$ cat config.mk
export PLATFORM = sky130hd
export DESIGN_NAME = pskq_point_mem
export DESIGN_NICKNAME = d
export VERILOG_FILES = /design/src/rtl/assert_macros.svh /design/src/rtl/pskq_pkg.sv /design/src/rtl/pskq_point_mem.sv
export SDC_FILE = /design/constraint.sdc
export NUM_CORES = 2
export LEC_CHECK = 0
export BUFFER_PORTS_ARGS = -buffer_cell sky130_fd_sc_hd__buf_2
export CORE_ASPECT_RATIO = 2
export CORE_MARGIN = 2
export CORE_UTILIZATION = 63
export DETAILED_ROUTE_END_ITERATION = 6
export PLACE_DENSITY = 0.78
export SYNTH_ARGS = -nofsm -noshare
export SYNTH_HDL_FRONTEND = slang
export SYNTH_SLANG_ARGS = --single-unit
$ cat constraint.sdc
create_clock -name i_clk -period 6 [get_ports i_clk]
set_clock_uncertainty 0.1 [all_clocks]
set_input_delay 0.9 -clock i_clk [delete_from_list [all_inputs] [get_ports i_clk]]
set_output_delay 0.9 -clock i_clk [all_outputs]
set_load 0.01 [all_outputs]
$ cat src/rtl/assert_macros.svh
// Assertion macros shared by the RTL of the stroke quad generator.
// No dependencies; simulation builds get checks, synthesis builds get nothing.
`ifndef ASSERT_MACROS_SVH
`define ASSERT_MACROS_SVH
`ifndef SYNTHESIS
`define PSKQ_ASSERT(lbl, clk, rst_n, prop) \
    lbl: assert property (@(posedge clk) disable iff (!rst_n) prop) \
        else $error("pskq assertion failed");
`define PSKQ_NEVER(lbl, clk, rst_n, cond) \
    lbl: assert property (@(posedge clk) disable iff (!rst_n) !(cond)) \
        else $error("pskq forbidden condition seen");
`else
`define PSKQ_ASSERT(lbl, clk, rst_n, prop)
`define PSKQ_NEVER(lbl, clk, rst_n, cond)
`endif
`endif

$ cat src/rtl/pskq_pkg.sv
`timescale 1ns / 1ps
// Shared constants and codes for the polyline stroke quad generator.
// No dependencies.
package pskq_pkg;

    localparam int MAX_POINTS_DEF = 64;
    localparam int COORD_BITS_DEF = 24;

    // configuration port
    localparam int CFG_IDX_W  = 3;
    localparam int CFG_DATA_W = 16;
    typedef logic [CFG_IDX_W-1:0] t_cfg_idx;
    localparam t_cfg_idx CFG_ROT_SIN      = 3'd0;
    localparam t_cfg_idx CFG_ROT_COS      = 3'd1;
    localparam t_cfg_idx CFG_STROKE_WIDTH = 3'd2;
    localparam t_cfg_idx CFG_CLOSED_SHAPE = 3'd3;
    localparam t_cfg_idx CFG_COLOR_SLOT   = 3'd4;
    localparam t_cfg_idx CFG_ALPHA_LEVEL  = 3'd5;

    localparam int TRIG_W  = 16;
    localparam int WIDTH_W = 16;
    localparam int COLOR_W = 16;
    localparam int ALPHA_W = 8;

    localparam logic signed [TRIG_W-1:0] ROT_SIN_RST = 16'sd0;
    localparam logic signed [TRIG_W-1:0] ROT_COS_RST = 16'sd16384;
    localparam logic [WIDTH_W-1:0]       WIDTH_RST   = 16'd256;
    localparam logic                     CLOSED_RST  = 1'b1;
    localparam logic [COLOR_W-1:0]       COLOR_RST   = 16'd0;
    localparam logic [ALPHA_W-1:0]       ALPHA_RST   = 8'd255;

    // Q1.14 rotation
    localparam int ROT_FRAC = 14;
    localparam int ROT_HALF = 8192;

    // segment vector is scaled so its larger component sits in [2^29, 2^30)
    localparam int NORM_BITS = 30;
    localparam int SQ_W      = 2 * NORM_BITS + 2;
    localparam int LEN_W     = SQ_W / 2;
    localparam int ONUM_W    = NORM_BITS + WIDTH_W + 1;
    localparam int OFS_W     = WIDTH_W + 2;
    localparam int MUL_B_W   = NORM_BITS + 1;

endpackage

$ cat src/rtl/pskq_point_mem.sv
`timescale 1ns / 1ps
// Point store: one write port, one registered read port, x and y side by side.
// Uses pskq_pkg for default sizes.
module pskq_point_mem #(
    parameter int DEPTH = pskq_pkg::MAX_POINTS_DEF,
    parameter int W     = pskq_pkg::COORD_BITS_DEF,
    parameter int AW    = $clog2(DEPTH)
) (
    input  logic          i_clk,
    input  logic          i_we,
    input  logic [AW-1:0] i_waddr,
    input  logic [W-1:0]  i_wx,
    input  logic [W-1:0]  i_wy,
    input  logic [AW-1:0] i_raddr,
    output logic [W-1:0]  o_rx,
    output logic [W-1:0]  o_ry
);

    logic [2*W-1:0] r_mem [DEPTH];
    logic [2*W-1:0] r_rd;

    always_ff @(posedge i_clk) begin
        if (i_we) begin
            r_mem[i_waddr] <= {i_wy, i_wx};
        end
        r_rd <= r_mem[i_raddr];
    end

    assign o_rx = r_rd[W-1:0];
    assign o_ry = r_rd[2*W-1:W];

endmodule

==> flow_metrics.tcl <==
set metrics [dict create \
    ys_async_sr_fraction 0 \
    required_ns 6.67 \
    fmax_ghz 0.301 \
    cts_sinks 3120 \
    synth.avg_cell_area_um2 23.6 \
    drtIter0Drc 9087 \
    fin_crit_ns 3.32 \
    firstDrtPassIters 7 \
    synth_flop_cell "edfxtp_1" \
    htreeDepth 4 \
    crit_chain "buf_2 > buf_4 > nor2b_4 > buf_4 > a22o_1 > a221oi_1 > a221oi_1" \
    fin_ws_ns 2.68 \
    gr-usage-all-layers 0.349 \
    cts_tree "done" \
    worstSetupPathType "in2reg" \
    clk_pin_slew_ns 0.07 \
    synth_fp_nets 5032 \
    p_leak_nw 40.1 \
    drc 8 \
    hpwl_um 180000 \
    synth_top_area_share 0.788 \
    pin_count 110 \
    ys_ff_latch 3120 \
    wl_met1_um 95800 \
    layout_commonest_cell "edfxtp_1" \
    vias_per_cell 7.46 \
    cp_slowest_cell "nor2b_4" \
    globalRoute.totalOverflow 0 \
    synthCells 4970 \
    cp_slowest_stage_delay_ns 1.05 \
    cts_buffers 241 \
    rsz0062_at_grt "no" \
    min_path_type "in2reg" \
    synth_area_leader_cell "edfxtp_1" \
    insertion_delay_ns 0.89 \
    synth_area_leaders "edfxtp_1 79%, mux4_2 14%, dfxtp_1 0.82%" \
    cap_violations 0 \
    syn_area_mm2 0.117 \
    worstMarginPinSlew_ns 1.42 \
    dp.cells 7449 \
    seq_area_frac_synth 0.796 \
    setup_tns_ns 0 \
    period_share 0.553 \
    layout_common_cells "3072 x edfxtp_1, 754 x mux4_2, 243 x clkbuf_16" \
    post-place-ws_ns 2.00 \
    place.gp.congestion 0.839 \
    cts_root_buf "clkbuf_16" \
    num_vias 58940 \
    slew_violations 0 \
    finalSetupViolCount 0 \
    cts_resized 0 \
    finalHoldWorstSlack_ns 0.639 \
    status "complete, but fails checks" \
    final_nets 5279 \
    grt_pass1_vias 60217 \
    grt_pass1_wl_um 453000 \
    cp-start-kind "input pin" \
    drive_gt1_frac 0.277 \
    wl_met2_um 170000 \
    antenna_found_initial 21 \
    routed_wl_um 327000 \
    synth_edf_count 3072 \
    ant_nets 0 \
    fin_cells 7898 \
    synthDistinctLibCells 36 \
    yosysWarnings 0 \
    path_buf_inv 3 \
    power.density_mw_per_mm2 332 \
    post_cts_buffers 0 \
    cp-end-kind "register" \
    peakVddDrop_uv 295 \
    dieHeight_um 614 \
    coreArea_mm2 0.185 \
    wl_met3_um 32800 \
    hold_viol 0 \
    fp.dieW_um 309 \
    initial_core_util 0.634 \
    numPortBuffers 109 \
    num_rows 223 \
    dieArea_mm2 0.190 \
    highest_layer "met5" \
    postCtsHoldBufs 0 \
    wl_per_cell_um 41.4 \
    arrival_ns 3.99 \
    grt_max_degree 128 \
    cp_max_fo 31 \
    syn_to_final_growth_pct 10.6 \
    violations "DRC" \
    slew_headroom 0.0501 \
    clock_path_buffers 4 \
    crit_family "buffers and inverters" \
]
## worst reg2reg max path, stage by stage (launching register included)
cell      delay, ns
edfxtp_1       0.39
mux4_2         0.50
a22o_1         0.26
a221oi_1       0.72
a221oi_1       0.19
## Yosys cell counts (4+ instances only)
cell      number
buf_2         98
mux2_2        12
nor2_1       132
mux4_2       754
nand3_1        7
a211oi_1      32
edfxtp_1    3072
clkbuf_1      98
a21oi_1       74
buf_6         11
dfxtp_1       48
o221ai_1      28
nand2_1       55
a22o_1        57
a221oi_1      83
o22ai_1      122
nor2b_1       24
or3b_2         4
mux2i_1       63
a22oi_1       72
buf_4         62
buf_1         12
a31o_2         5
nand3b_1       5
nand2b_1      10
a311oi_1      11
## path summary, 6_finish.rpt
kind | startpoint | end | slack [ns] | cells past startpoint
max | i_raddr[3] | r_rd[1] | 2.68 | 7
max reg2reg | r_mem[27][3] | r_rd[3] | 3.68 | 4
min reg2reg | r_mem[58][33] | r_rd[33] | 0.70 | 4
min | i_wy[15] | r_mem[45][39] | 0.64 | 2
## stage by stage
step                utilization  instance area [um^2]  power [mW]
detailed placement        0.658                122000        26.8
global placement          0.658                122000        26.7
finish                    0.702                130000        43.0
CTS                       0.701                130000        43.1
global route              0.702                130000        43.8
floorplan                     -                117000        25.8
## cell families (layout without fill, tap and decap cells)
logic type,Yosys count,in the layout,synth area share
DFF,3120,3120,0.796
muxes,829,829,0.152
AOI/OAI and AO/OA,486,486,0.0302
buffers and inverters,282,726,0.0128
and+or+nand+nor,253,253,0.00957
other,0,9,0
## layout make-up
class / count / area, um^2
repair buffers: 286 / 2270
flip-flops and latches: 3120 / 93200
clock buffers: 304 / 6470
clock inverters: 136 / 1580
well taps: 2475 / 3100
diodes: 9 / 22.5
fillers: 10144 / 55100
multi-input cells: 1568 / 22900
## registers in the layout, summed over array words and instances, names as in the netlist
| signal | count |
|---|---|
| r_mem | 3072 |
| r_rd | 48 |
## report_power, final
part	leakage, nW	switching, mW	total [mW]	internal [mW]
Clock	3.94	7.52	16.7	9.13
Sequential	28.0	0.150	24.3	24.1
Combinational	8.09	1.37	2.12	0.755
## per-layer routing
metal  track usage  up-vias
li1              -    21929
met1         0.397    30501
met2         0.602     5144
met3        0.0636     1348
met4         0.238       18
met5             0        -
No activity file was read; power rests on OpenSTA's default activity.
