==> src/rtl/assert_macros.svh <==
// Assertion macros shared by the RTL of the stroke quad generator.
// No dependencies; simulation builds get checks, synthesis builds get nothing.
`ifndef ASSERT_MACROS_SVH
`define ASSERT_MACROS_SVH
`ifndef SYNTHESIS
`define PSKQ_ASSERT(lbl, clk, rst_n, prop) \
    lbl: assert property (@(posedge clk) disable iff (!rst_n) prop) \
        else $error("pskq assertion failed");
`define PSKQ_NEVER(lbl, clk, rst_n, cond) \
    lbl: assert property (@(posedge clk) disable iff (!rst_n) !(cond)) \
        else $error("pskq forbidden condition seen");
`else
`define PSKQ_ASSERT(lbl, clk, rst_n, prop)
`define PSKQ_NEVER(lbl, clk, rst_n, cond)
`endif
`endif

==> src/rtl/pskq_isqrt.sv <==
`timescale 1ns / 1ps
// Integer square root (floor), two radicand bits per cycle.
// No dependencies.
module pskq_isqrt #(
    parameter int IW = 62
) (
    input  logic              i_clk,
    input  logic              i_rst_n,
    input  logic              i_start,
    input  logic [IW-1:0]     i_val,
    output logic              o_done,
    output logic [IW/2-1:0]   o_root
);

    localparam int STEPS = IW / 2;
    localparam int CW    = $clog2(STEPS + 1);

    logic [IW-1:0] r_v;
    logic [IW-1:0] r_res;
    logic [IW-1:0] r_bit;
    logic [CW-1:0] r_cnt;
    logic          r_busy;
    logic          r_done;
    logic [IW-1:0] trial;

    assign trial = r_res + r_bit;

    always_ff @(posedge i_clk) begin
        if (!i_rst_n) begin
            r_busy <= 1'b0;
            r_done <= 1'b0;
            r_cnt  <= '0;
        end else begin
            r_done <= 1'b0;
            if (i_start) begin
                r_v    <= i_val;
                r_res  <= '0;
                r_bit  <= IW'(1) << (IW - 2);
                r_cnt  <= CW'(STEPS);
                r_busy <= 1'b1;
            end else if (r_busy) begin
                if (r_v >= trial) begin
                    r_v   <= r_v - trial;
                    r_res <= (r_res >> 1) + r_bit;
                end else begin
                    r_res <= r_res >> 1;
                end
                r_bit <= r_bit >> 2;
                r_cnt <= r_cnt - 1'b1;
                if (r_cnt == CW'(1)) begin
                    r_busy <= 1'b0;
                    r_done <= 1'b1;
                end
            end
        end
    end

    assign o_done = r_done;
    assign o_root = r_res[IW/2-1:0];

endmodule

==> config.mk <==
export PLATFORM = sky130hd
export DESIGN_NAME = pskq_isqrt
export DESIGN_NICKNAME = d
export VERILOG_FILES = /design/src/rtl/assert_macros.svh /design/src/rtl/pskq_isqrt.sv
export SDC_FILE = /design/constraint.sdc
export NUM_CORES = 1
export LEC_CHECK = 0
export BUFFER_PORTS_ARGS = -buffer_cell sky130_fd_sc_hd__buf_4
export CORE_MARGIN = 2
export CORE_UTILIZATION = 25
export DETAILED_ROUTE_END_ITERATION = 12
export SYNTH_ARGS = -nofsm -noshare
export SYNTH_HDL_FRONTEND = slang
export SYNTH_SLANG_ARGS = --single-unit
==> constraint.sdc <==
create_clock -name i_clk -period 13.3 [get_ports i_clk]
set_input_delay 1.33 -clock i_clk [delete_from_list [all_inputs] [get_ports i_clk]]
set_output_delay 1.33 -clock i_clk [all_outputs]
set_load 0.005 [all_outputs]
==> run_results.csv <==
group,metric,value,unit
detailed_routing,wire_per_inst,17.3,µm
clocking,cts_sinks,162,
final_layout,syn2layout_area_growth,12.6,%
floorplan,start_util,25.2,%
sta,tightestPinTransition,1020,ps
final_layout,drive_gt1_share,10.4,%
sta,hold_viol_final,0,
yosys,ys_seq_elements,162,
yosys,yosys-top-cells-count,"196 x nand2_1, 155 x edfxtp_1, 132 x a21oi_1",
sta,max_freq,0.145,GHz
sta,setup_ws,6390,ps
setup_path,timing.rr.end,"r_v[24]$_DFFE_PP_",
final_layout,final_nets,1937,
yosys,synth_most_common_cell,"nand2_1",
power,cell_internal_pwr,1.38,mW
yosys,syn_nets,1914,
setup_path,r2r_setup_slack,6390,ps
global_route,groute.usage.overall,14.1,%
floorplan,row_count,89,
min_path,hp-class,"flop to flop",
yosys,ys_seq_area_share,32.3,%
sta,fin_worst_skew,11.7,ps
min_path,whs_path_depth,1,
power,vdd_drop_max,0.103,mV
floorplan,core_area,0.0589,mm²
floorplan,die_y,248,µm
floorplan,die_area,0.0614,mm²
power,p_sw,956,µW
yosys,yosys_most_used_dff,"edfxtp_1",
place,io_buffer_count,96,
detailed_routing,vias_per_cell,5.24,
power,cellLeakagePower,6.19,nW
clocking,htree_levels,4,
power,p_per_area,140,mW/mm²
sta,setup_tns,0,ps
min_path,hold_start,"r_busy$_SDFF_PN0_",
clocking,holdBufCountCts,0,
clocking,path_clk_slew,80,ps
setup_path,crit-reg2reg-launch,"r_res[8]$_SDFFCE_PP0P_",
final_layout,fillers,6224,
yosys,synth_edf_count,155,
final_layout,antennaDiodeCount,0,
power,p_seq_share,30.6,%
clocking,cts_resized,0,
yosys,mappedNetlistArea,0.0149,mm²
setup_path,required,13380,ps
sta,finalSetupViolCount,0,
floorplan,die_x,248,µm
clocking,ctsRootBufferMaster,"clkbuf_16",
power,pwr-share-comb,46.0,%
floorplan,ioPinCount,97,
setup_path,crit_path_start_kind,"flop",
global_route,grt_max_degree,76,
detailed_routing,drtIter0Drc,1063,
clocking,cts_buffer_depth,2,
yosys,synthTopCellsByArea,"edfxtp_1 31%, ha_1 11%, nand2_1 4.9%",
global_route,grt_pass1_wl,68500,µm
setup_path,r2r_cells,21,
yosys,synth_top_cell_area_share,31.3,%
detailed_routing,firstDrtPassIters,6,
setup_path,crit_fanout,62,
detailed_routing,post-route-drc-count,0,
sta,drv_slew,0,
setup_path,worstSetupPathType,"flop to flop",
sta,max_slew_margin,31.4,%
place,gp_congestion,0.901,
final_layout,register_area,0.00479,mm²
sta,rsz0062_at_grt,"false",
yosys,synth_area_leader_cell,"edfxtp_1",
final_layout,multiInputGateArea,0.00945,mm²
place,dpl_worst_slack,6480,ps
setup_path,crit_arrival,6990,ps
global_route,first_global_vias,12600,
yosys,avgSynthCellArea,8.64,µm²
flow_run,drv_cap,0,
yosys,postSynth.asyncResetShare,0,%
min_path,whs_endpoint,"o_done$_SDFF_PP0_",
detailed_routing,dr_total_vias,13200,
detailed_routing,antenna_left,0,
setup_path,cp-end-kind,"flop",
yosys,synth_cells,1720,
detailed_routing,finalWirelength,43800,µm
clocking,clock_latency,460,ps
sta,fin_crit,6910,ps
yosys,yosys.cell_types.count,84,
global_route,grt_overflow,0,
clocking,cts_buffers,17,
clocking,cts_setup_buffers,0,
status,status,"complete, no violations",
place,hpwlAfterDp,33200,µm
clocking,cts_tree,"done",
global_route,antenna_found_initial,0,
power,p_clk_share,23.5,%
sta,period_share,51.9,%
yosys,yosys_warnings,0,
power,switching_share,40.9,%
[final cells by class]
class | instances | area share [%]
Multi-Input combinational cell | 1428 | 56.5
Sequential cell | 162 | 28.7
Tap cell | 773 | 5.78
Timing Repair Buffer | 104 | 4.69
Clock buffer | 17 | 2.54
Clock inverter | 15 | 1.18
Inverter | 30 | 0.681
[state kept, by name (all words and copies together), names as in the netlist]
register and flops:
r_v 62, r_cnt 5, r_busy 1, r_res 62, o_done 1, r_bit 31
[worst max-delay path by stage]
stage                                 startpoint                end  slack [ps]  cells past startpoint
after floorplan           r_res[2]$_SDFFCE_PP0P_   r_v[0]$_DFFE_PP_        5250                     22
after global placement    r_res[8]$_SDFFCE_PP0P_   r_v[3]$_DFFE_PP_        6640                     21
after detailed placement  r_res[2]$_SDFFCE_PP0P_  r_v[10]$_DFFE_PP_        6480                     22
after CTS                 r_res[8]$_SDFFCE_PP0P_  r_v[24]$_DFFE_PP_        6450                     21
after global routing      r_res[2]$_SDFFCE_PP0P_  r_v[24]$_DFFE_PP_        5940                     22
final                     r_res[8]$_SDFFCE_PP0P_  r_v[24]$_DFFE_PP_        6390                     21
[through the flow]
stage / area [µm²] / total power [mW] / util (%) / instances / hold slack [ps]
6_report: 16700 / 2.34 / 28.4 / 2529 / 561
5_1_grt: 16700 / 2.49 / 28.4 / 2529 / 594
4_1_cts: 16700 / 2.34 / 28.4 / 2529 / 570
3_5_place_dp: 16100 / 1.79 / 27.3 / 2497 / 565
3_3_place_gp: 16100 / 1.77 / 27.3 / 2497 / 553
2_1_floorplan: 14900 / 1.53 / - / 1720 / 524
[power groups by stage]
stage | sequential (mW) | combinational, mW | clock, mW
after floorplan | 0.698 | 0.828 | 0
after global placement | 0.724 | 1.05 | 0
after detailed placement | 0.725 | 1.06 | 0
after CTS | 0.715 | 1.07 | 0.558
after global routing | 0.723 | 1.19 | 0.572
final | 0.714 | 1.07 | 0.548
[layout by cell type (no fill, tap or decap), types with 17 or more instances in the layout]
cell	instances
nand2_1	195
edfxtp_1	155
a21oi_1	131
ha_1	128
nor2_1	120
o21ai_0	120
buf_4	103
xnor2_1	73
xor2_1	70
a31oi_1	57
nor2b_1	56
nor3_1	40
nand4_1	39
a21o_1	39
nand3_1	35
a211oi_1	31
o21ai_1	31
inv_1	29
o21bai_1	26
or3_1	23
and3_1	18
clkbuf_16	17
[kinds of logic after synthesis]
group,synth area share [%]
compound gates,23.8
xor+xnor,8.43
fa+ha+maj,10.9
buf+inv,4.27
flops,32.3
mux,1.07
simple gates,19.3
[worst max-delay path, stage by stage (launching register included)]
cell      delay [ps]
edfxtp_1         500
ha_1             410
nand4_1          180
o41ai_2          550
a21oi_1          240
o21bai_1         470
a21bo_2          260
a21oi_1          110
o21ai_1          400
a31oi_1          170
xor2_1           180
ha_1             380
and2_1           230
nand3_1          110
nor3_1           320
nand3_1          100
o21ai_0          280
a221oi_2         170
and2_1           200
buf_4            280
a21oi_4          190
buf_4            710
[per-layer routing]
| metal | track usage, % | up-vias | wire (µm) |
|---|---|---|---|
| met2 | 24.1 | 377 | 21000 |
| met3 | 2.10 | 44 | 2390 |
| met1 | 18.3 | 6362 | 19600 |
| met5 | 0 | - | 0 |
| li1 | - | 6462 | - |
| met4 | 4.19 | 0 | 854 |
No activity file was read; power rests on OpenSTA's default activity.
