--- src/rtl/assert_macros.svh ---
// Assertion macros shared by the RTL of the stroke quad generator.
// No dependencies; simulation builds get checks, synthesis builds get nothing.
`ifndef ASSERT_MACROS_SVH
`define ASSERT_MACROS_SVH
`ifndef SYNTHESIS
`define PSKQ_ASSERT(lbl, clk, rst_n, prop) \
    lbl: assert property (@(posedge clk) disable iff (!rst_n) prop) \
        else $error("pskq assertion failed");
`define PSKQ_NEVER(lbl, clk, rst_n, cond) \
    lbl: assert property (@(posedge clk) disable iff (!rst_n) !(cond)) \
        else $error("pskq forbidden condition seen");
`else
`define PSKQ_ASSERT(lbl, clk, rst_n, prop)
`define PSKQ_NEVER(lbl, clk, rst_n, cond)
`endif
`endif

--- src/rtl/pskq_divider.sv ---
`timescale 1ns / 1ps
// Restoring unsigned divider, one quotient bit per cycle.
// No dependencies.
module pskq_divider #(
    parameter int NUMW = 47,
    parameter int DENW = 32
) (
    input  logic            i_clk,
    input  logic            i_rst_n,
    input  logic            i_start,
    input  logic [NUMW-1:0] i_num,
    input  logic [DENW-1:0] i_den,
    output logic            o_done,
    output logic [NUMW-1:0] o_quo,
    output logic [DENW-1:0] o_rem
);

    localparam int CW = $clog2(NUMW + 1);

    logic [NUMW-1:0] r_num;
    logic [DENW-1:0] r_den;
    logic [DENW-1:0] r_rem;
    logic [CW-1:0]   r_cnt;
    logic            r_busy;
    logic            r_done;
    logic [DENW:0]   rem_sh;
    logic            qbit;
    logic [DENW:0]   rem_sub;

    always_comb begin
        rem_sh  = {r_rem, r_num[NUMW-1]};
        rem_sub = rem_sh - {1'b0, r_den};
        qbit    = (rem_sh >= {1'b0, r_den});
    end

    always_ff @(posedge i_clk) begin
        if (!i_rst_n) begin
            r_busy <= 1'b0;
            r_done <= 1'b0;
            r_cnt  <= '0;
        end else begin
            r_done <= 1'b0;
            if (i_start) begin
                r_num  <= i_num;
                r_den  <= i_den;
                r_rem  <= '0;
                r_cnt  <= CW'(NUMW);
                r_busy <= 1'b1;
            end else if (r_busy) begin
                r_num <= {r_num[NUMW-2:0], qbit};
                r_rem <= qbit ? rem_sub[DENW-1:0] : rem_sh[DENW-1:0];
                r_cnt <= r_cnt - 1'b1;
                if (r_cnt == CW'(1)) begin
                    r_busy <= 1'b0;
                    r_done <= 1'b1;
                end
            end
        end
    end

    assign o_done = r_done;
    assign o_quo  = r_num;
    assign o_rem  = r_rem;

endmodule

--- config.mk ---
export PLATFORM = sky130hd
export DESIGN_NAME = pskq_divider
export DESIGN_NICKNAME = d
export VERILOG_FILES = /design/src/rtl/assert_macros.svh /design/src/rtl/pskq_divider.sv
export SDC_FILE = /design/constraint.sdc
export NUM_CORES = 1
export LEC_CHECK = 0
export BUFFER_PORTS_ARGS = -buffer_cell sky130_fd_sc_hd__buf_2
export CORE_MARGIN = 3
export CORE_UTILIZATION = 60
export CTS_BUF_LIST = sky130_fd_sc_hd__clkbuf_4 sky130_fd_sc_hd__clkbuf_8
export CTS_CLUSTER_DIAMETER = 120
export CTS_CLUSTER_SIZE = 40
export DETAILED_ROUTE_END_ITERATION = 10
export PLACE_DENSITY_LB_ADDON = 0.15
export SYNTH_ARGS = -nofsm -noshare
export SYNTH_HDL_FRONTEND = slang
export SYNTH_SLANG_ARGS = --single-unit
--- constraint.sdc ---
create_clock -name i_clk -period 8.7 [get_ports i_clk]
set_input_delay 0.435 -clock i_clk [delete_from_list [all_inputs] [get_ports i_clk]]
set_output_delay 0.435 -clock i_clk [all_outputs]
set_load 0.05 [all_outputs]
==> reports/results.tsv, run 1 <==
stage	metric	value	unit
synthesis	Post-Syn Instances	590	
sta	Final Skew	0.0142	ns
clock_tree	# resized after CTS	0	
routing	Routed met1 length	6800	µm
grt	Global Route Usage Sum	0.276	
setup_path	CP Cell Sequence	ha_1 > a21oi_1 > o31ai_1 > a2111oi_2 > a21o_1 > nor2_2 > a32o_1	
routing	final wirelength	16400	µm
clock_tree	clk buf depth	2	
clock_tree	clk sink count	119	
synthesis	Mean Syn Cell Area	11.3	µm²
grt	first-pass GRT wire length	27400	µm
floorplanning	IO Count	162	
routing	drt pass-1 iters	5	
synthesis	Synth area leaders	edfxtp_1, mux2_2, ha_1	
sta	RSZ-0062 raised after global routing	false	
finish	antenna diode count	0	
setup_path	Critical Path AT	3.81	ns
power_and_ir_drop	switching part of the total	0.354	
setup_path	r2r worst-path depth	7	
clock_tree	CTS tree	done	
setup_path	CP Launch Type	register	
setup_path	CP max FO	29	
synthesis	Cell Area, Synth	6640	µm²
routing	WL met3	1480	µm
setup_path	Setup crit end kind	register	
clock_tree	H-tree levels	4	
power_and_ir_drop	peak supply drop	0.140	mV
place	Port Buffers	161	
grt	antenna violations before repair	2	
finish	FILL cells	749	
sta	final hold viol count	0	
clock_tree	setup bufs post-CTS	0	
place	area of placed instances	7530	µm²
place	gpl congestion	0.923	
finish	Final Instance Area	7910	µm²
grt	largest net degree at the start of global routing	81	
setup_path	CP bufs+invs	0	
power_and_ir_drop	part of the power in registers	0.409	
grt	gr ovfl total	0	
setup_path	Crit Path Class	register to register	
routing	initial drt markers	358	
floorplanning	Die Wd	111	µm
worst_hold_path	Hold Path Class	input port to register	
synthesis	Seq cells post-synth	119	
routing	wire per inst	18.3	µm
worst_hold_path	Hold Path Stages	1	
worst_hold_path	startpoint of the worst hold path	i_den[0]	
routing	routed vias/inst	5.85	
floorplanning	die height	111	µm
setup_path	delay-heaviest family, CP	compound AO/OA/AOI/OAI gates	
floorplanning	Die ar.	12400	µm²
setup_path	crit-path max cell delay	0.92	ns
synthesis	ys flop type	edfxtp_1	
synthesis	number of flops mapped to enable cells by yosys	111	
setup_path	end of the worst register-to-register path	o_rem[27]$_SDFFCE_PP0P_	
routing	Via Count	5244	
clock_tree	CTS buffer count	17	
finish	most frequent cells in the layout	buf_2, edfxtp_1, nand2_1	
power_and_ir_drop	combinational fraction of design power	0.307	
finish	layout cell share with drive strength beyond 1	0.326	
routing	DRT antenna net count	0	
clock_tree	CTS root buf	clkbuf_8	
finish	nets	864	
power_and_ir_drop	Clock Power Share	0.284	
sta	TNS Setup	0	ns
grt	vias in the first global route	5325	
clock_tree	cts-stage hold buffer count	0	
finish	commonest non-fill, non-tap cell in the layout	buf_2	
finish	area grow syn2layout	19.1	%
synthesis	post-synth top area share	0.502	
setup_path	Worst Path Required	8.91	ns
clock_tree	Clock Latency Late Sink	0.45	ns
routing	highest metal used	met5	
synthesis	ys async rst share	0	
setup_path	R2R Path Start	o_rem[21]$_SDFFCE_PP0P_	
run	maxcap violations	0	
synthesis	synth warn	0	
sta	Slew HR	0.253	
sta	Max Clock Freq	0.277	GHz
sta	Final Cycle Share	0.414	
power_and_ir_drop	PwrDens	222	nW/µm²
sta	endpoints failing setup	0	
power_and_ir_drop	cell-internal power	0.00113	W
power_and_ir_drop	Switch Pwr	0.000622	W
routing	DR WL met2	7810	µm
sta	Worst Tran Pin Value	1.12	ns
setup_path	CP max stage cell	a21o_1	
worst_hold_path	Hold Path Sink	r_den[0]$_DFFE_PP_	
synthesis	cell accounting for the most synthesized area	edfxtp_1	
synthesis	syn_nets	707	
synthesis	Seq/Total Area, Yosys	0.526	
power_and_ir_drop	PnR Total Power	0.00176	W
routing	DRC	0	
run_status	status	completed	
clock_tree	clock-pin slew on the worst setup and hold paths	0.08	ns
floorplanning	core footprint	10600	µm²
power_and_ir_drop	Leak	3.37	nW
floorplanning	Starting Density	0.629	
synthesis	Yosys cell types	57	
sta	Slew Limit Fails	0	
place	hpwl dp	11800	µm
sta	Tmin final	3.60	ns
floorplanning	num rows	37	
setup_path	Worst R2R Setup Slack	5.10	ns
## cell usage after synthesis, types with 3 or more instances
cell / count
edfxtp_1: 111
nand2_1: 63
a21oi_1: 53
mux2_2: 46
inv_1: 42
ha_1: 34
nor2_1: 32
xnor2_1: 19
clkbuf_1: 14
a21o_1: 13
o21ai_0: 12
a211oi_1: 11
o21a_1: 10
xor2_1: 9
buf_2: 8
dfxtp_1: 8
nand4_1: 8
nor2b_1: 7
a31oi_1: 6
nand3_1: 6
nor3_1: 6
nand2b_1: 5
o211ai_1: 5
a211o_1: 4
or3_1: 4
a2111oi_0: 3
a21boi_0: 3
nor3b_1: 3
o21bai_1: 3
o31ai_1: 3
or4_1: 3
## area by class of cell
class | count | area, µm² | area share
tap | 136 | 170 | 0.0215
clock buffer | 20 | 256 | 0.0324
inverter | 42 | 158 | 0.0199
clock inverter | 12 | 129 | 0.0163
multi-input combinational | 404 | 2890 | 0.365
sequential | 119 | 3490 | 0.441
timing repair buffer | 163 | 821 | 0.104
## per-stage QoR
step	setup slack [ns]	cells	utilization	hold slack, ns
2_1_floorplan	5.40	590	-	0.534
3_5_place_dp	5.15	864	0.713	0.559
4_1_cts	5.12	896	0.750	0.123
3_3_place_gp	5.26	864	0.713	0.547
6_report	5.10	896	0.750	0.152
5_1_grt	4.89	896	0.750	0.113
## how the worst max path moves through the flow
stage                             from                      end  cells after the start
2_1_floorplan                  i_start       o_quo[0]$_DFFE_PP_                      3
3_3_place_gp   o_rem[21]$_SDFFCE_PP0P_  o_rem[27]$_SDFFCE_PP0P_                      7
3_5_place_dp   o_rem[21]$_SDFFCE_PP0P_  o_rem[27]$_SDFFCE_PP0P_                      7
4_1_cts        o_rem[21]$_SDFFCE_PP0P_  o_rem[27]$_SDFFCE_PP0P_                      7
5_1_grt        o_rem[21]$_SDFFCE_PP0P_  o_rem[27]$_SDFFCE_PP0P_                      7
6_report       o_rem[21]$_SDFFCE_PP0P_  o_rem[27]$_SDFFCE_PP0P_                      7
## power groups by stage
| stage | logic [W] | registers [W] | clock network (W) |
|---|---|---|---|
| 3_5_place_dp | 0.000533 | 0.000729 | 0 |
| 6_report | 0.000539 | 0.000718 | 0.000500 |
| 5_1_grt | 0.000588 | 0.000724 | 0.000538 |
| 2_1_floorplan | 0.000301 | 0.000836 | 0 |
| 4_1_cts | 0.000536 | 0.000718 | 0.000508 |
| 3_3_place_gp | 0.000522 | 0.000727 | 0 |
## logic make-up after synthesis
family          share of synthesized area
compound gates                      0.140
flops                               0.526
fa+ha+maj                          0.0671
mux                                0.0810
simple gates                        0.108
buf+inv                            0.0407
xor+xnor                           0.0369
## metal layers
metal | track usage | vias up
met1 | 0.349 | 2487
met4 | 0.0843 | 4
li1 | - | 2496
met5 | 0 | -
met3 | 0.105 | 32
met2 | 0.442 | 225
## sequential cells by signal, summed over array words and instances (netlist names)
register	cells
r_den	32
o_quo	47
o_done	1
r_busy	1
r_cnt	6
o_rem	32
(Power assumes the default switching activity.)
==> run 2: changes to the inputs <==
--- a/config.mk
+++ b/config.mk
@@ -7,7 +7,7 @@
 export LEC_CHECK = 0
 export BUFFER_PORTS_ARGS = -buffer_cell sky130_fd_sc_hd__buf_2
 export CORE_MARGIN = 3
-export CORE_UTILIZATION = 60
+export CORE_UTILIZATION = 50
 export CTS_BUF_LIST = sky130_fd_sc_hd__clkbuf_4 sky130_fd_sc_hd__clkbuf_8
 export CTS_CLUSTER_DIAMETER = 120
 export CTS_CLUSTER_SIZE = 40
==> constraint.sdc (replaced) <==
create_clock -name i_clk -period 3.1 [get_ports i_clk]
set_input_delay 0.155 -clock i_clk [delete_from_list [all_inputs] [get_ports i_clk]]
set_output_delay 0.155 -clock i_clk [all_outputs]
set_load 0.05 [all_outputs]
==> run 2 against run 1 <==
Against the previous run:
- hold slack worse by 0.13 ns
- core utilization down 4.9 points
- total power rose to 3.0 times the previous value
- sequential share of layout area down 5.3 points
- final area up 14%
- count of clock-buffer cells in the layout up 4
- non-clock buffer count up 89
- combinational power rose to 3.1 times the previous value
- critical path type unchanged
- clock skew about the same
- clock power rose to 3.2 times the previous value
==> reports/results.tsv, run 2 (synthesis results as in run 1) <==
stage	metric	value	unit	change
sta	endpoints failing setup	0		unchanged
setup_path	Crit Path Class	register to register		
routing	routed vias/inst	5.38		-8.0%
routing	wire per inst	17.1	µm	-6.4%
power_and_ir_drop	Switch Pwr	0.00176	W	+180%
setup_path	Worst Path Required	3.35	ns	-5.56 ns
floorplanning	die height	121	µm	+9.0%
place	Port Buffers	161		unchanged
grt	Global Route Usage Sum	0.245		-0.0309
floorplanning	core footprint	12800	µm²	+22%
setup_path	CP Cell Sequence	ha_1 > nand4_1 > o211ai_1 > a21oi_1 > a211o_1 > or3_4 > a21oi_4 > buf_12 > nor2_1 > a211oi_1		
setup_path	CP Launch Type	register		
finish	antenna diode count	0		unchanged
clock_tree	CTS root buf	clkbuf_8		
grt	gr ovfl total	0		unchanged
worst_hold_path	Hold Path Class	input port to register		
clock_tree	clock-pin slew on the worst setup and hold paths	0.07	ns	about the same
sta	Slew HR	0.618		+0.365
power_and_ir_drop	cell-internal power	0.00357	W	+210%
sta	Tmin final	2.97	ns	-0.636 ns
power_and_ir_drop	combinational fraction of design power	0.317		+0.010
clock_tree	H-tree levels	4		unchanged
setup_path	CP bufs+invs	1		+1
power_and_ir_drop	PwrDens	592	nW/µm²	+170%
clock_tree	CTS buffer count	17		unchanged
clock_tree	CTS tree	done		
sta	final hold viol count	0		unchanged
clock_tree	clk buf depth	2		unchanged
sta	RSZ-0062 raised after global routing	true		
setup_path	delay-heaviest family, CP	compound AO/OA/AOI/OAI gates		
sta	Final Cycle Share	0.957		+0.543
worst_hold_path	startpoint of the worst hold path	i_num[16]		
power_and_ir_drop	Clock Power Share	0.304		+0.020
floorplanning	Die Wd	121	µm	+9.0%
routing	drt pass-1 iters	4		-1
sta	final worst setup slack	0.132	ns	-4.96 ns
grt	first-pass GRT wire length	28200	µm	+2.7%
grt	antenna violations before repair	0		-2
finish	most frequent cells in the layout	buf_2, edfxtp_1, dlygate4sd3_1		
setup_path	Critical Path AT	3.22	ns	-0.59 ns
setup_path	R2R Path Start	o_rem[13]$_SDFFCE_PP0P_		
routing	DRT antenna net count	0		unchanged
routing	DRC	0		unchanged
sta	Worst Tran Pin Value	0.559	ns	-0.561 ns
setup_path	CP max stage cell	edfxtp_1		
sta	Max Clock Freq	0.337	GHz	+21%
routing	initial drt markers	269		-25%
grt	largest net degree at the start of global routing	47		-42%
sta	Final Skew	0.0144	ns	+0.000123 ns
finish	commonest non-fill, non-tap cell in the layout	buf_2		
power_and_ir_drop	peak supply drop	0.363	mV	+160%
finish	layout cell share with drive strength beyond 1	0.331		+0.00466
place	gpl congestion	0.926		+0.39%
clock_tree	Clock Latency Late Sink	0.45	ns	about the same
sta	Slew Limit Fails	0		unchanged
floorplanning	num rows	41		+11%
routing	Via Count	5498		+4.8%
sta	TNS Setup	0	ns	unchanged
floorplanning	Starting Density	0.518		-0.111
grt	vias in the first global route	5578		+4.8%
place	hpwl dp	11900	µm	+1.4%
place	worst slack, placed	0.0870	ns	-5.06 ns
floorplanning	Die ar.	14700	µm²	+19%
finish	Largest register FFs	47		unchanged
finish	nets	953		+10%
run_status	status	completed		
power_and_ir_drop	switching part of the total	0.330		-0.0236
run	maxcap violations	0		unchanged
setup_path	Setup crit end kind	register		
power_and_ir_drop	part of the power in registers	0.379		-0.030
finish	area grow syn2layout	35.3	%	
routing	final wirelength	17500	µm	+6.7%
setup_path	Worst Setup SP	o_rem[13]$_SDFFCE_PP0P_		
power_and_ir_drop	Leak	3.81	nW	+13%
clock_tree	clk sink count	119		unchanged
floorplanning	IO Count	162		unchanged
setup_path	CP max FO	15		-48%
setup_path	crit-path max cell delay	0.42	ns	-0.50 ns
## run 2: final timing paths
kind | end | depth (start not counted) | slack (ns)
setup / recovery | o_rem[1]$_SDFFCE_PP0P_ | 10 | 0.13
hold reg to reg | o_quo[35]$_DFFE_PP_ | 1 | 0.58
hold / removal | o_quo[16]$_DFFE_PP_ | 2 | 0.02
setup reg to reg | o_rem[1]$_SDFFCE_PP0P_ | 10 | 0.13
## run 2: final cells by class
class / instances / area [µm²]
clock buffer: 24 / 305
inverter: 42 / 158
timing repair buffer: 252 / 1700
tap: 172 / 215
clock inverter: 8 / 146
fill: 960 / 3840
multi-input combinational: 404 / 2970
sequential: 119 / 3490
## run 2: metrics by stage
stage | instance area, µm² | power (W) | hold WS, ns | instances | util
final | 8990 | 0.00532 | 0.0182 | 1021 | 0.701
after global routing | 8990 | 0.00558 | 0.00486 | 1021 | 0.701
after CTS | 8860 | 0.00529 | 0.00153 | 1015 | 0.691
after detailed placement | 7740 | 0.00362 | 0.333 | 916 | 0.604
after global placement | 7740 | 0.00359 | 0.331 | 916 | 0.604
after floorplan | 6650 | 0.00320 | 0.254 | 590 | -
## run 2: routing by layer
layer  share of wire  track usage
met4           0.019       0.0889
met2            0.48        0.399
met5               0            0
met3           0.082       0.0816
met1            0.42        0.305
## run 2: repair_timing
item                                    in CTS  in global routing
hold endpoints to repair                    68                  1
setup buffers                                0                  5
endpoints found under the setup margin       0                 11
hold buffers                                67                  1
resized for setup                            0                 14
## run 2: power groups by stage
stage / Combinational [W] / Clock (W) / Sequential, W
2_1_floorplan: 0.000850 / 0 / 0.00235
3_3_place_gp: 0.00155 / 0 / 0.00204
3_5_place_dp: 0.00157 / 0 / 0.00205
4_1_cts: 0.00164 / 0.00164 / 0.00202
5_1_grt: 0.00184 / 0.00171 / 0.00203
6_report: 0.00169 / 0.00162 / 0.00202
==> run 3: changes to the inputs <==
--- a/config.mk
+++ b/config.mk
@@ -5,9 +5,10 @@
 export SDC_FILE = /design/constraint.sdc
 export NUM_CORES = 1
 export LEC_CHECK = 0
+export ABC_AREA = 1
 export BUFFER_PORTS_ARGS = -buffer_cell sky130_fd_sc_hd__buf_2
 export CORE_MARGIN = 3
-export CORE_UTILIZATION = 50
+export CORE_UTILIZATION = 52
 export CTS_BUF_LIST = sky130_fd_sc_hd__clkbuf_4 sky130_fd_sc_hd__clkbuf_8
 export CTS_CLUSTER_DIAMETER = 120
 export CTS_CLUSTER_SIZE = 40
==> constraint.sdc (replaced) <==
create_clock -name i_clk -period 3.1 [get_ports i_clk]
set_input_delay 0.155 -clock i_clk [delete_from_list [all_inputs] [get_ports i_clk]]
set_output_delay 0.155 -clock i_clk [all_outputs]
set_load 0.01 [all_outputs]
==> run 3 against run 2 <==
Against the previous run:
- hold slack better by 0.39 ns
- global-route usage is 3.2 points higher
- sequential power rose by 2%
- clock skew down 0.0046 ns
- die area rose by 12%
- area after synthesis increased by 18%
- flip-flop and latch count did not move
- clock power is 6% lower
- final area grew 11%
- count of clock-buffer cells in the layout decreased by 6
- sequential share of layout area decreased by 3.9 points
- critical endpoint is now o_rem[26]$_SDFFCE_PP0P_
- largest cell class is now multi-input gates
- largest power group unchanged
==> reports/results.tsv, run 3 <==
stage	metric	value	unit	change
run_status	status	completed		
routing	wire per inst	15.0	µm	-12%
sta	Final Cycle Share	0.854		-0.103
clock_tree	clk sink count	119		unchanged
synthesis	Seq/Total Area, Yosys	0.448		-0.0784
finish	most frequent cells in the layout	nand2_1, inv_1, buf_2		
worst_hold_path	Hold Path Sink	r_den[12]$_DFFE_PP_		
clock_tree	CTS tree	done		
floorplanning	die height	129	µm	+6.0%
synthesis	Synth area leaders	edfxtp_1, nand2_1, inv_1		
floorplanning	core footprint	14600	µm²	+14%
worst_hold_path	startpoint of the worst hold path	i_den[12]		
floorplanning	Die ar.	16500	µm²	+12%
sta	Final Skew	0.00979	ns	-0.00456 ns
grt	vias in the first global route	7224		+30%
finish	Largest register FFs	47		unchanged
finish	commonest non-fill, non-tap cell in the layout	nand2_1		
clock_tree	H-tree levels	4		unchanged
synthesis	Synth Area in Adders	0.0571		-0.0100
routing	DRC	0		unchanged
place	gpl congestion	0.949		+2.5%
grt	Global Route Usage Sum	0.277		+0.0324
grt	gr ovfl total	0		unchanged
synthesis	post-synth top area share	0.427		-0.0748
setup_path	CP max stage cell	edfxtp_1		
finish	Core Util, Final	0.685		-0.0155
floorplanning	IO Count	162		unchanged
power_and_ir_drop	peak supply drop	0.341	mV	-6.2%
setup_path	Critical Path AT	2.96	ns	-0.26 ns
clock_tree	CTS root buf	clkbuf_8		
synthesis	synth warn	0		unchanged
synthesis	post-synthesis compound-gate area fraction	0.0237		-0.116
setup_path	end of the worst register-to-register path	o_rem[26]$_SDFFCE_PP0P_		
floorplanning	num rows	44		+7.3%
synthesis	post-synthesis mux area share	0		-0.0810
power_and_ir_drop	Leak	5.27	nW	+38%
routing	initial drt markers	489		+82%
synthesis	number of flops mapped to enable cells by yosys	111		unchanged
finish	area grow syn2layout	28.1	%	
sta	Tmin final	2.65	ns	-0.319 ns
grt	largest net degree at the start of global routing	56		+19%
synthesis	Yosys cell types	38		-33%
clock_tree	Clock Latency Late Sink	0.45	ns	about the same
sta	Max Clock Freq	0.378	GHz	+12%
synthesis	ys flop type	edfxtp_1		
sta	TNS Setup	0	ns	unchanged
sta	Slew HR	0.540		-0.0782
power_and_ir_drop	PwrDens	542	nW/µm²	-8.6%
synthesis	Synth top cells by count	nand2_1, inv_1, edfxtp_1		
clock_tree	clk buf depth	2		unchanged
setup_path	CP Launch Type	register		
finish	antenna diode count	0		unchanged
place	Port Buffers	161		unchanged
clock_tree	cts-stage hold buffer count	80		+19%
setup_path	CP Cell Sequence	ha_1 > a21oi_1 > nand2_1 > a21oi_1 > nand3_2 > inv_4 > nand2_8 > inv_6 > nor2_1 > nor2_1		
synthesis	cell with the most instances after synthesis	nand2_1		
clock_tree	CTS buffer count	17		unchanged
clock_tree	# resized after CTS	0		unchanged
synthesis	ys async rst share	0		unchanged
sta	Slew Limit Fails	0		unchanged
grt	antenna violations before repair	0		unchanged
floorplanning	Starting Density	0.535		+0.0171
synthesis	largest family of logic cells by synthesized area	simple AND/OR/NAND/NOR gates		
grt	first-pass GRT wire length	35700	µm	+27%
synthesis	Post-Syn Instances	1046		+77%
setup_path	R2R Path Start	o_rem[27]$_SDFFCE_PP0P_		
worst_hold_path	Hold Path Stages	2		unchanged
setup_path	CP max FO	25		+10
setup_path	Worst R2R Setup Slack	0.45	ns	+0.32 ns
setup_path	Crit Path Class	register to register		
floorplanning	Die Wd	129	µm	+6.0%
finish	layout cell share with drive strength beyond 1	0.187		-0.144
sta	endpoints failing setup	0		unchanged
synthesis	Post-Synth Simple-Gate Area	0.350		+0.242
worst_hold_path	Hold Path Class	input port to register		
synthesis	syn_nets	1163		+64%
clock_tree	clock-pin slew on the worst setup and hold paths	0.08	ns	about the same
finish	nets	1406		+48%
setup_path	Worst Path Required	3.41	ns	+0.06 ns
setup_path	r2r worst-path depth	10		unchanged
synthesis	cell accounting for the most synthesized area	edfxtp_1		
sta	final hold viol count	0		unchanged
synthesis	Synth Area in XOR/XNOR	0.0168		-0.0201
setup_path	crit-path max cell delay	0.45	ns	+0.03 ns
sta	RSZ-0062 raised after global routing	false		
run	maxcap violations	0		unchanged
routing	routed vias/inst	4.91		-8.8%
routing	drt pass-1 iters	5		+1
synthesis	Seq cells post-synth	119		unchanged
clock_tree	setup bufs post-CTS	0		unchanged
routing	Via Count	7300		+33%
setup_path	Setup crit end kind	register		
place	hpwl dp	15500	µm	+30%
routing	final wirelength	22300	µm	+28%
sta	Worst Tran Pin Value	0.690	ns	+0.131 ns
routing	DRT antenna net count	0		unchanged
synthesis	Cell Area, Synth	7810	µm²	+18%
synthesis	Mean Syn Cell Area	7.46	µm²	-34%
-- run 3: cell count changes in the layout (fill, tap and decap cells not counted), moves of 24 or more --
cell     delta
nand3_1    +24
a21oi_1    -28
inv_1     +135
nand2_1   +373
nor2_2     +24
nor2_1     +57
mux2_2     -46
-- run 3: through the flow --
step	total power [W]	worst slack, ns	instances	hold WS, ns	instance area (µm²)
3_3_place_gp	0.00380	0.514	1374	0.331	8780
5_1_grt	0.00574	0.268	1486	0.404	10000
6_report	0.00541	0.451	1486	0.412	10000
2_1_floorplan	0.00333	0.442	1046	0.254	7810
3_5_place_dp	0.00382	0.486	1374	0.333	8780
4_1_cts	0.00541	0.487	1486	0.392	10000
-- run 3: how the worst max path moves through the flow --
stage | from | end | slack (ns) | depth (start not counted)
floorplan | i_start | o_quo[0]$_DFFE_PP_ | 0.44 | 3
global placement | o_rem[21]$_SDFFCE_PP0P_ | o_quo[0]$_DFFE_PP_ | 0.51 | 13
detailed placement | o_rem[27]$_SDFFCE_PP0P_ | o_rem[26]$_SDFFCE_PP0P_ | 0.49 | 10
CTS | o_rem[27]$_SDFFCE_PP0P_ | o_rem[26]$_SDFFCE_PP0P_ | 0.49 | 10
global route | o_rem[27]$_SDFFCE_PP0P_ | o_rem[26]$_SDFFCE_PP0P_ | 0.27 | 12
finish | o_rem[27]$_SDFFCE_PP0P_ | o_rem[26]$_SDFFCE_PP0P_ | 0.45 | 10
-- run 3: cells by family after synthesis --
logic type,count (synthesis)
buf+inv,203
fa+ha+maj,35
simple gates,641
flops,119
compound gates,33
xor+xnor,15
-- run 3: report_power, final --
group	total [W]	switching (W)	internal, W
Clock	0.00152	0.000713	0.000810
Sequential	0.00207	0.000101	0.00197
Combinational	0.00182	0.00115	0.000671
Total	0.00541	0.00196	0.00345
-- run 3: layout make-up --
cell class / count / area (µm²)
flip-flops and latches: 119 / 3490
clock inverters: 14 / 173
clock buffers: 18 / 241
well taps: 184 / 230
repair buffers: 246 / 1670
multi-input cells: 724 / 3500
inverters: 181 / 687
fillers: 1219 / 4590
-- run 3: routing by layer --
| layer | track usage | share of wire | vias to the layer above |
|---|---|---|---|
| met5 | 0 | 0 | - |
| met4 | 0.109 | 0.027 | 0 |
| met3 | 0.0606 | 0.075 | 38 |
| met2 | 0.452 | 0.47 | 279 |
| met1 | 0.363 | 0.43 | 3272 |
| li1 | - | - | 3711 |
-- run 3: worst max-delay path: cells and delay by family (launching register included) --
kind / cells / cell delay, ns
flops: 1 / 0.45
buf+inv: 2 / 0.61
fa+ha+maj: 1 / 0.41
compound gates: 2 / 0.42
simple gates: 5 / 0.60
